File: src/hw/rtl/pbgc_pkg.sv
// types, constants and lfsr helper functions for the prbs byte engine
package pbgc_pkg;

    localparam int WORD_W      = 32;
    localparam int BYTE_W      = 8;
    localparam int ERR_W       = 4;
    localparam int SEED_CNT_W  = 3;
    localparam int CFG_INDEX_W = 2;

    localparam logic [SEED_CNT_W-1:0] SEED_BYTES = 3'd4;
    localparam logic [WORD_W-1:0]     WORD_ALL_ONES = 32'hffff_ffff;

    typedef enum logic [CFG_INDEX_W-1:0] {
        CFG_MODE          = 2'd0,
        CFG_POLYNOMIAL    = 2'd1,
        CFG_RX_FLIP       = 2'd2
    } cfg_index_t;

    typedef enum logic {
        MODE_GENERATE = 1'b0,
        MODE_CHECK    = 1'b1
    } mode_t;

    typedef struct packed {
        mode_t              mode;
        logic [WORD_W-1:0]  polynomial;
        logic [BYTE_W-1:0]  rx_flip;
    } cfg_t;

    typedef struct packed {
        logic [BYTE_W-1:0] rx_byte;
        logic              block_start;
    } item_t;

    typedef struct packed {
        logic [BYTE_W-1:0] out_byte;
        logic [ERR_W-1:0]  byte_errors;
        logic [WORD_W-1:0] block_errors;
        logic              seeding;
    } result_t;

    // eight fibonacci clocks: shift left, parity of tapped bits into bit 0
    function automatic logic [WORD_W-1:0] lfsr_advance_byte(
        input logic [WORD_W-1:0] word,
        input logic [WORD_W-1:0] poly
    );
        logic [WORD_W-1:0] w;
        w = word;
        for (int k = 0; k < BYTE_W; k++) begin
            w = {w[WORD_W-2:0], ^(w & poly)};
        end
        return w;
    endfunction

    // smallest 2^k-1 not below poly: smear the top set bit downward
    function automatic logic [WORD_W-1:0] start_word(input logic [WORD_W-1:0] poly);
        logic [WORD_W-1:0] w;
        w = poly;
        w = w | (w >> 1);
        w = w | (w >> 2);
        w = w | (w >> 4);
        w = w | (w >> 8);
        w = w | (w >> 16);
        return w;
    endfunction

    function automatic logic [ERR_W-1:0] popcount8(input logic [BYTE_W-1:0] b);
        logic [ERR_W-1:0] n;
        n = '0;
        for (int k = 0; k < BYTE_W; k++) begin
            n = n + {{(ERR_W-1){1'b0}}, b[k]};
        end
        return n;
    endfunction

endpackage

File: src/hw/rtl/pbgc_engine.sv
// lfsr state, seeding, byte compare and saturating error total
module pbgc_engine (
    input  logic                clk,
    input  logic                rst_n,
    input  logic                advance,
    input  pbgc_pkg::item_t     item,
    input  pbgc_pkg::cfg_t      cfg,
    output pbgc_pkg::result_t   result
);

    logic [pbgc_pkg::WORD_W-1:0]     lfsr_word_reg, lfsr_word_next;
    logic [pbgc_pkg::SEED_CNT_W-1:0] seed_cnt_reg, seed_cnt_next;
    logic [pbgc_pkg::WORD_W-1:0]     error_total_reg, error_total_next;

    logic [pbgc_pkg::SEED_CNT_W-1:0] seed_cnt_base;
    logic [pbgc_pkg::WORD_W-1:0]     total_base;
    logic [pbgc_pkg::WORD_W-1:0]     adv_in;
    logic [pbgc_pkg::WORD_W-1:0]     adv_word;
    logic [pbgc_pkg::BYTE_W-1:0]     rx_fixed;
    logic [pbgc_pkg::ERR_W-1:0]      errs;
    logic [pbgc_pkg::WORD_W:0]       total_sum;

    always_comb
    begin
        seed_cnt_base = item.block_start ? '0 : seed_cnt_reg;
        total_base    = item.block_start ? '0 : error_total_reg;
        rx_fixed      = item.rx_byte ^ cfg.rx_flip;

        // one shared eight-step network for both modes
        if (cfg.mode == pbgc_pkg::MODE_GENERATE && item.block_start)
            adv_in = pbgc_pkg::start_word(cfg.polynomial);
        else
            adv_in = lfsr_word_reg;
        adv_word = pbgc_pkg::lfsr_advance_byte(adv_in, cfg.polynomial);

        errs      = pbgc_pkg::popcount8(adv_word[pbgc_pkg::BYTE_W-1:0] ^ rx_fixed);
        total_sum = {1'b0, total_base} + {{(pbgc_pkg::WORD_W+1-pbgc_pkg::ERR_W){1'b0}}, errs};

        lfsr_word_next      = adv_word;
        seed_cnt_next       = seed_cnt_base;
        error_total_next    = total_base;
        result.out_byte     = adv_word[pbgc_pkg::BYTE_W-1:0];
        result.byte_errors  = '0;
        result.seeding      = 1'b0;

        if (cfg.mode == pbgc_pkg::MODE_CHECK)
        begin
            if (seed_cnt_base < pbgc_pkg::SEED_BYTES)
            begin
                lfsr_word_next  = {lfsr_word_reg[pbgc_pkg::WORD_W-pbgc_pkg::BYTE_W-1:0],
                                   rx_fixed};
                seed_cnt_next   = seed_cnt_base + 3'd1;
                result.out_byte = '0;
                result.seeding  = 1'b1;
            end
            else
            begin
                result.byte_errors = errs;
                // saturate on carry out
                error_total_next = total_sum[pbgc_pkg::WORD_W] ? pbgc_pkg::WORD_ALL_ONES
                                                                : total_sum[pbgc_pkg::WORD_W-1:0];
            end
        end
        result.block_errors = error_total_next;
    end

    always_ff @(posedge clk or negedge rst_n)
    begin
        if (!rst_n)
        begin
            lfsr_word_reg   <= '0;
            seed_cnt_reg    <= '0;
            error_total_reg <= '0;
        end
        else if (advance)
        begin
            lfsr_word_reg   <= lfsr_word_next;
            seed_cnt_reg    <= seed_cnt_next;
            error_total_reg <= error_total_next;
        end
    end

endmodule

File: config.mk
export PLATFORM = sky130hd
export DESIGN_NAME = pbgc_engine
export DESIGN_NICKNAME = d
export VERILOG_FILES = /design/src/hw/rtl/pbgc_pkg.sv /design/src/hw/rtl/pbgc_engine.sv
export SDC_FILE = /design/constraint.sdc
export NUM_CORES = 1
export LEC_CHECK = 0
export BUFFER_PORTS_ARGS = -buffer_cell sky130_fd_sc_hd__buf_4
export CORE_MARGIN = 4
export CORE_UTILIZATION = 55
export CTS_BUF_LIST = sky130_fd_sc_hd__clkbuf_8
export DETAILED_ROUTE_END_ITERATION = 16
export PLACE_DENSITY = 0.75
export SYNTH_ARGS = -nofsm -noshare
export SYNTH_HDL_FRONTEND = slang
export SYNTH_SLANG_ARGS = --single-unit
File: constraint.sdc
create_clock -name clk -period 24.7 [get_ports clk]
set_input_delay 4.94 -clock clk [delete_from_list [all_inputs] [get_ports clk]]
set_output_delay 4.94 -clock clk [all_outputs]
set_load 0.01 [all_outputs]
==> metrics.txt, run 1 <==
status=completed; post-route clock period utilization=0.850; Area growth syn-to-layout=7.70%; later-pin clock latency in the skew report=0.36 ns; TritonCTS Buffers=9; Tot GR Track Use=0.315; cts hold-fix bufs=0; delay of the slowest critical-path stage=between 0.8 and 0.9 ns; # IOs=98; Port Buf Inserts=between 90 and 100; Rows=between 40 and 50; EDFF count, synth=0; relative slew slack=0.339; worst reg2reg path depth=40; DP Wirelength=~22 mm; Mapped Area=between 9000 and 10,000 µm²; Die X-Extent=141 µm; reg2reg setup slack=about 14 ns; # H-tree levels=3; initial antenna violation count=0; FFs w/ async S/R, synth=1.00; CP bufs+invs=7; DR vias=between 10,000 and 15,000; WHS Endpoint=error_total_reg[0]; CP Launch Type=input pin; kind of cell adding the most delay to the critical path=adder cells; n_diodes=0; die area=slightly below 20,000 µm²; Reg clk slew, reported paths=0.08 ns; worst slew pin tran=0.991 ns; setup TNS=0 ns; hold_sp=error_total_reg[0]; post-synthesis cell type count=75; Most common cell on crit path=xnor2_1; Post-CTS Setup Repair Bufs=0; crit-path max FO=roughly 100; R2R Path Start=lfsr_word_reg[11]; cell taking the most area after synthesis=dfrtp_1; Ys Warns=0; vias in the first global route=between 9,000 and 10,000; share of the synthesized area in the top cell type=0.172; Routed wire per std cell=~20 µm; root buffer cell=clkbuf_8; Antenna Nets Post-Route=0; Fmax=47.6 MHz; Setup Skew=around 0.013 ns; Final Hold Fails=0; share of layout cells above drive strength 1=0.143; class of the most critical setup path=in -> out; Nets=~1,400; CP max stage cell=or4_1; type of the most critical hold path=reg -> reg; Synth Register Bits=67; largest net degree at the start of global routing=100; CP arrival=~16 ns; final setup violation count=0; Initial Util=0.563; CP Capture Type=primary output; first-pass GRT wire length=slightly above 50 mm; CTS tree=yes; Post-Syn Instances=between 1,000 and 1,500; reg-to-reg endpoint=error_total_reg[16]; CTS Sinks=between 60 and 70; CTS Buffer Depth=2; syn avg cell area=7.09 µm²; unrepaired setup endpoints after global routing=no; Tmin final=~21 ns; Post-synth top flop=dfrtp_1; drt total wl=around 32 mm; max-slew violation total from the final report=0; Required @ worst endpoint=slightly below 20 ns; Starting DRT DRC Count=1,516; residual DRC count=0; Core ar.=between 15,000 and 20,000 µm²; GPL Wtd Cong=0.952; sequential fraction of the synthesis area=0.172; worst hold stages=1; DRT Pass-1 Iters=6; Area contributors post-synth=dfrtp_1, xnor2_1, nand2_1; max-cap violations=0; via/cell ratio=6.46; post-CTS sizing=0; grt ovf=0; Die H=141 µm; Syn Nets=1,439
==> logic make-up after synthesis <==
| family | share of synthesized area |
|---|---|
| simple gates | 0.217 |
| compound gates | 0.263 |
| xor+xnor | 0.193 |
| buf+inv | 0.0645 |
| flops | 0.172 |
| mux | 0.0697 |
| fa+ha+maj | 0.0206 |
==> worst max path at each step <==
stage	startpoint	endpoint	slack (ns)	cells past startpoint
4_1_cts	item[0]	result[17]	3.80	42
6_report	item[0]	result[24]	3.70	40
3_5_place_dp	item[0]	result[17]	3.85	42
5_1_grt	item[0]	result[18]	2.96	40
3_3_place_gp	item[0]	result[17]	4.08	40
2_1_floorplan	cfg[37]	result[17]	5.57	39
==> cells in the mapped netlist (all sizes together), types with 8 or more instances <==
cell	instances
a21oi	121
a31oi	10
and2	25
and3	13
buf	26
clkbuf	99
dfrtp	67
ha	8
inv	32
mux2	54
nand2	189
nand3	45
nand4	8
nor2	109
nor2b	20
nor3	10
nor4	8
o211ai	71
o21ai	114
o22a	10
o22ai	20
or2	8
xnor2	154
xor2	47
==> metal layers <==
layer | GRT usage | share of wire | vias up
met1 | 0.438 | 0.39 | 4744
li1 | - | - | 4773
met3 | 0.0614 | 0.12 | 95
met2 | 0.491 | 0.45 | 652
met4 | 0.108 | 0.034 | 0
met5 | 0 | 0 | -
==> worst reg2reg max path, delay by kind of cell, from the launching register on <==
kind            cells  cell delay, ns
fa+ha+maj           6            2.81
simple gates       12            2.13
compound gates      9            2.10
xor+xnor            8            2.03
flops               1            0.84
buf+inv             4            0.42
mux                 1            0.32
==> placed cells by master, fill, tap and decap left out, types with 20 or more instances in the layout <==
master,n
mux2_2,54
dfrtp_1,67
inv_1,31
buf_4,102
o22ai_1,20
nand3_1,45
nor2_1,109
o211ai_1,70
a21oi_1,120
xnor2_1,153
o21ai_0,114
and2_1,25
xor2_1,47
nand2_1,189
==> per-stage QoR <==
stage	util	setup slack (ns)	hold slack, ns	instances	instance area [µm²]
floorplan	-	5.57	0.473	1373	9730
global placement	0.595	4.08	0.490	1575	10300
detailed placement	0.595	3.85	0.497	1575	10300
CTS	0.606	3.80	0.515	1590	10500
global route	0.606	2.96	0.540	1590	10500
finish	0.606	3.70	0.511	1590	10500
==> area by class of cell <==
cell class / count / area, µm²
repair buffers: 102 / 766
flip-flops and latches: 67 / 1680
clock buffers: 10 / 138
fillers: 1626 / 6820
clock inverters: 5 / 55.1
inverters: 34 / 128
well taps: 225 / 282
multi-input cells: 1147 / 7440
Power of run 1 is not shown: default switching activity piles up to over one toggle a cycle in this logic, so the estimate is an artifact.
==> run 2: changes to the inputs <==
Settings changed: MAX_ROUTING_LAYER set to met4.
==> metrics.txt, run 2 (same netlist as run 1, synthesis figures left out) <==
final setup violation count=0 (unchanged); Util after Layout=0.606 (about the same); status=completed; residual DRC count=0 (unchanged); crit-path max FO=99 (unchanged); # IOs=98 (unchanged); hold_sp=error_total_reg[2]; later-pin clock latency in the skew report=0.35 ns (about the same); relative slew slack=0.334 (-0.00533); Most common cell on crit path=xnor2_1; unrepaired setup endpoints after global routing=no; DRT Pass-1 Iters=8 (+2); commonest non-fill, non-tap cell in the layout=nand2_1; Core ar.=17,300 µm² (unchanged); Antenna Nets Post-Route=0 (unchanged); vias in the first global route=9,213 (+0.79%); max-cap violations=0 (unchanged); FILL cells=1,625 (-0.062%); CP bufs+invs=7 (unchanged); Register Area=1680 µm² (unchanged); CTS tree=yes; initial antenna violation count=0 (unchanged); WHS Endpoint=error_total_reg[2]; Routed wire per std cell=20.0 µm (-0.20%); DR vias=10,200 (-0.50%); reg2reg setup slack=13.95 ns (about the same); cts hold-fix bufs=0 (unchanged); area of the multi-input gates=7440 µm² (unchanged); first-pass GRT wire length=50.5 mm (-0.11%); Tot GR Track Use=0.322 (+0.00725); Fmax=47.4 MHz (-0.54%); delay of the slowest critical-path stage=0.75 ns (-0.10 ns); TritonCTS Buffers=9 (unchanged); share of layout cells above drive strength 1=0.143 (about the same); kind of cell adding the most delay to the critical path=adder cells; CTS Sinks=67 (unchanged); Initial Util=0.563 (unchanged); Post-CTS Setup Repair Bufs=0 (unchanged); max-slew violation total from the final report=0 (unchanged); Nets=1,427 (unchanged); Required @ worst endpoint=19.76 ns (about the same); GPL Wtd Cong=0.980 (+2.9%); setup TNS=0 ns (unchanged); n_diodes=0 (unchanged); # H-tree levels=3 (unchanged); Die X-Extent=141 µm (unchanged); grt ovf=0 (unchanged); Reg clk slew, reported paths=0.08 ns (about the same); Post-Route Hold Slack=0.506 ns (-0.00494 ns); CP Launch Type=input pin; Die H=141 µm (unchanged); reg-to-reg endpoint=error_total_reg[12]; class of the most critical setup path=in -> out; type of the most critical hold path=reg -> reg; Port Buf Inserts=97 (unchanged); Setup Skew=0.0106 ns (-0.00286 ns); Final Hold Fails=0 (unchanged); root buffer cell=clkbuf_8; CP max stage cell=xor2_1; worst hold stages=1 (unchanged); largest net degree at the start of global routing=100 (unchanged); worst slew pin tran=0.999 ns (+0.00799 ns); Starting DRT DRC Count=1,227 (-19%); CP arrival=16.18 ns (+0.12 ns); DP Wirelength=22.4 mm (-0.22%); via/cell ratio=6.42 (-0.56%); R2R Path Start=lfsr_word_reg[21]; Rows=48 (unchanged); post-route clock period utilization=0.855 (+0.00465); CP Capture Type=primary output; commonest non-fill, non-tap cells in the layout=nand2_1, xnor2_1, a21oi_1; die area=19,900 µm² (unchanged); worst reg2reg path depth=39 (-2.5%); post-CTS sizing=0 (unchanged); drt total wl=31.8 mm (-0.14%); CTS Buffer Depth=2 (unchanged); Area growth syn-to-layout=7.62% (about the same); Tmin final=21.12 ns (+0.115 ns)
[run 2: changes by cell type in the layout (fill, tap and decap cells not counted), sizes merged]
cell | before | now
clkinvlp | 1 | 0
clkbuf | 10 | 9
inv | 33 | 34
clkinv | 4 | 6
[run 2: routing by layer]
| metal | up-vias | wire length [µm] | global-route usage |
|---|---|---|---|
| li1 | 4774 | - | - |
| met5 | - | 0 | - |
| met2 | 645 | 14300 | 0.485 |
| met4 | 0 | 1130 | 0.113 |
| met1 | 4713 | 12800 | 0.443 |
| met3 | 81 | 3470 | 0.0488 |
[run 2: final cells by class]
| class | instances | share of cell area |
|---|---|---|
| Tap cell | 225 | 0.0269 |
| Clock inverter | 7 | 0.00585 |
| Sequential cell | 67 | 0.160 |
| Timing Repair Buffer | 102 | 0.0731 |
| Multi-Input combinational cell | 1147 | 0.710 |
| Inverter | 34 | 0.0122 |
| Clock buffer | 9 | 0.0118 |
[run 2: worst max path at each step]
stage,startpoint,endpoint,slack [ns],cells past startpoint
after floorplan,cfg[37],result[17],5.57,39
after global placement,item[0],result[17],3.95,40
after detailed placement,item[0],result[14],3.86,40
after CTS,item[0],result[14],3.79,40
after global routing,item[0],result[17],2.95,42
final,item[0],result[17],3.58,42
[run 2: worst register-to-register path: cells and delay by family, from the launching register on]
family,cells,cell delay (ns)
buffers and inverters,4,0.43
and+or+nand+nor,11,1.99
AOI/OAI and AO/OA,9,2.29
DFF,1,0.76
muxes,1,0.33
adders and majority gates,6,2.79
xor gates and xnor gates,8,2.02
[run 2: metrics by stage]
step | instance area [µm²] | std cells | setup slack [ns]
after CTS | 10500 | 1591 | 3.79
after global routing | 10500 | 1591 | 2.95
after floorplan | 9730 | 1373 | 5.57
after global placement | 10300 | 1575 | 3.95
final | 10500 | 1591 | 3.58
after detailed placement | 10300 | 1575 | 3.86
Power of run 2 is left out for the same reason.
==> run 3: changes to the inputs <==
==> constraint.sdc (replaced) <==
create_clock -name clk -period 24.7 [get_ports clk]
set_input_delay 1.235 -clock clk [delete_from_list [all_inputs] [get_ports clk]]
set_output_delay 1.235 -clock clk [all_outputs]
set_load 0.01 [all_outputs]
==> metrics.txt, run 3 (same netlist as run 1, synthesis figures left out) <==
status=completed; # H-tree levels=3 (unchanged); max-cap violations=0 (unchanged); CP bufs+invs=7 (unchanged); CP Launch Type=input pin; Tmin final=13.57 ns (-7.55 ns); # IOs=98 (unchanged); via/cell ratio=6.40 (-0.35%); CTS Sinks=67 (unchanged); Tot GR Track Use=0.323 (+0.000538); class of the most critical setup path=in -> out; Area growth syn-to-layout=7.97%; type of the most critical hold path=reg -> reg; crit-path max FO=99 (unchanged); Die X-Extent=141 µm (unchanged); grt ovf=0 (unchanged); n_diodes=0 (unchanged); CTS tree=yes; later-pin clock latency in the skew report=0.35 ns (about the same); unrepaired setup endpoints after global routing=no; Reg clk slew, reported paths=0.08 ns (about the same); CP arrival=12.34 ns (-3.84 ns); Nets=1,427 (unchanged); final setup violation count=0 (unchanged); Post-CTS Setup Repair Bufs=0 (unchanged); share of layout cells above drive strength 1=0.143 (unchanged); Die H=141 µm (unchanged); residual DRC count=0 (unchanged); CP max stage cell=buf_4; post-CTS sizing=0 (unchanged); Final Hold Fails=0 (unchanged); Port Buf Inserts=97 (unchanged); first-pass GRT wire length=50.7 mm (+0.26%); DR vias=10,200 (-0.35%); Core ar.=17,300 µm² (unchanged); post-route clock period utilization=0.549 (-0.306); kind of cell adding the most delay to the critical path=adder cells; relative slew slack=0.346 (+0.0124); DP Wirelength=22.4 mm (+0.15%); GPL Wtd Cong=0.947 (-3.3%); CTS Buffer Depth=2 (unchanged); die area=19,900 µm² (unchanged); DRT Pass-1 Iters=9 (+1); commonest non-fill, non-tap cell in the layout=nand2_1; delay of the slowest critical-path stage=0.75 ns (about the same); Starting DRT DRC Count=1,506 (+23%); root buffer cell=clkbuf_8; setup TNS=0 ns (unchanged); initial antenna violation count=0 (unchanged); TritonCTS Buffers=9 (unchanged); commonest non-fill, non-tap cells in the layout=nand2_1, xnor2_1, a21oi_1; worst slew pin tran=0.981 ns (-0.0187 ns); Antenna Nets Post-Route=0 (unchanged); max-slew violation total from the final report=0 (unchanged); Initial Util=0.563 (unchanged); Setup Skew=0.0142 ns (+0.00367 ns); largest net degree at the start of global routing=100 (unchanged); drt total wl=31.6 mm (-0.44%); CP Capture Type=primary output; cts hold-fix bufs=0 (unchanged); Routed wire per std cell=19.9 µm (-0.44%); Fmax=73.7 MHz (+56%); vias in the first global route=9,331 (+1.3%); Required @ worst endpoint=23.47 ns (+3.71 ns); FILL cells=1,655 (+1.8%); Rows=48 (unchanged)
==> run 3: final timing paths <==
kind                               startpoint                  end  slack [ns]  cells past startpoint
setup / recovery                      item[0]           result[17]       11.13                     42
hold / removal             error_total_reg[2]   error_total_reg[2]        0.51                      1
setup reg to reg            lfsr_word_reg[25]  error_total_reg[16]       14.08                     40
hold reg to reg            error_total_reg[2]   error_total_reg[2]        0.51                      1
max in group asynchronous               rst_n     lfsr_word_reg[5]       23.11                      1
min in group asynchronous               rst_n  error_total_reg[29]        0.99                      1
==> run 3: per-stage QoR <==
step | std cells | area, µm² | utilization | setup slack (ns) | hold WS (ns)
CTS | 1591 | 10500 | 0.607 | 11.29 | 0.511
global route | 1591 | 10500 | 0.607 | 10.22 | 0.535
finish | 1591 | 10500 | 0.607 | 11.13 | 0.507
detailed placement | 1575 | 10300 | 0.595 | 11.39 | 0.492
global placement | 1575 | 10300 | 0.595 | 11.52 | 0.491
floorplan | 1373 | 9730 | - | 12.98 | 0.473
==> run 3: cell type report <==
| cell class | instances | area [µm²] | share of cell area |
|---|---|---|---|
| inverters | 34 | 128 | 0.0121 |
| clock inverters | 6 | 81.3 | 0.00774 |
| flip-flops and latches | 67 | 1680 | 0.160 |
| repair buffers | 102 | 766 | 0.0729 |
| clock buffers | 10 | 138 | 0.0131 |
| multi-input cells | 1147 | 7440 | 0.708 |
| well taps | 225 | 282 | 0.0268 |
==> run 3: worst register-to-register path: cells and delay by family, from the launching register on <==
family | cells | cell delay, ns
AOI/OAI and AO/OA | 10 | 1.91
xor gates and xnor gates | 8 | 1.98
adders and majority gates | 6 | 2.77
buffers and inverters | 4 | 0.42
DFF | 1 | 0.75
muxes | 1 | 0.33
and+or+nand+nor | 11 | 2.34
==> run 3: metal layers <==
| layer | wire, µm | share of wire | global-route usage | vias to the layer above |
|---|---|---|---|---|
| li1 | - | - | - | 4792 |
| met1 | 12800 | 0.40 | 0.441 | 4719 |
| met4 | 935 | 0.030 | 0.103 | 0 |
| met2 | 14600 | 0.46 | 0.495 | 604 |
| met5 | 0 | 0 | - | - |
| met3 | 3370 | 0.11 | 0.0472 | 62 |
Power of run 3 is left out for the same reason.
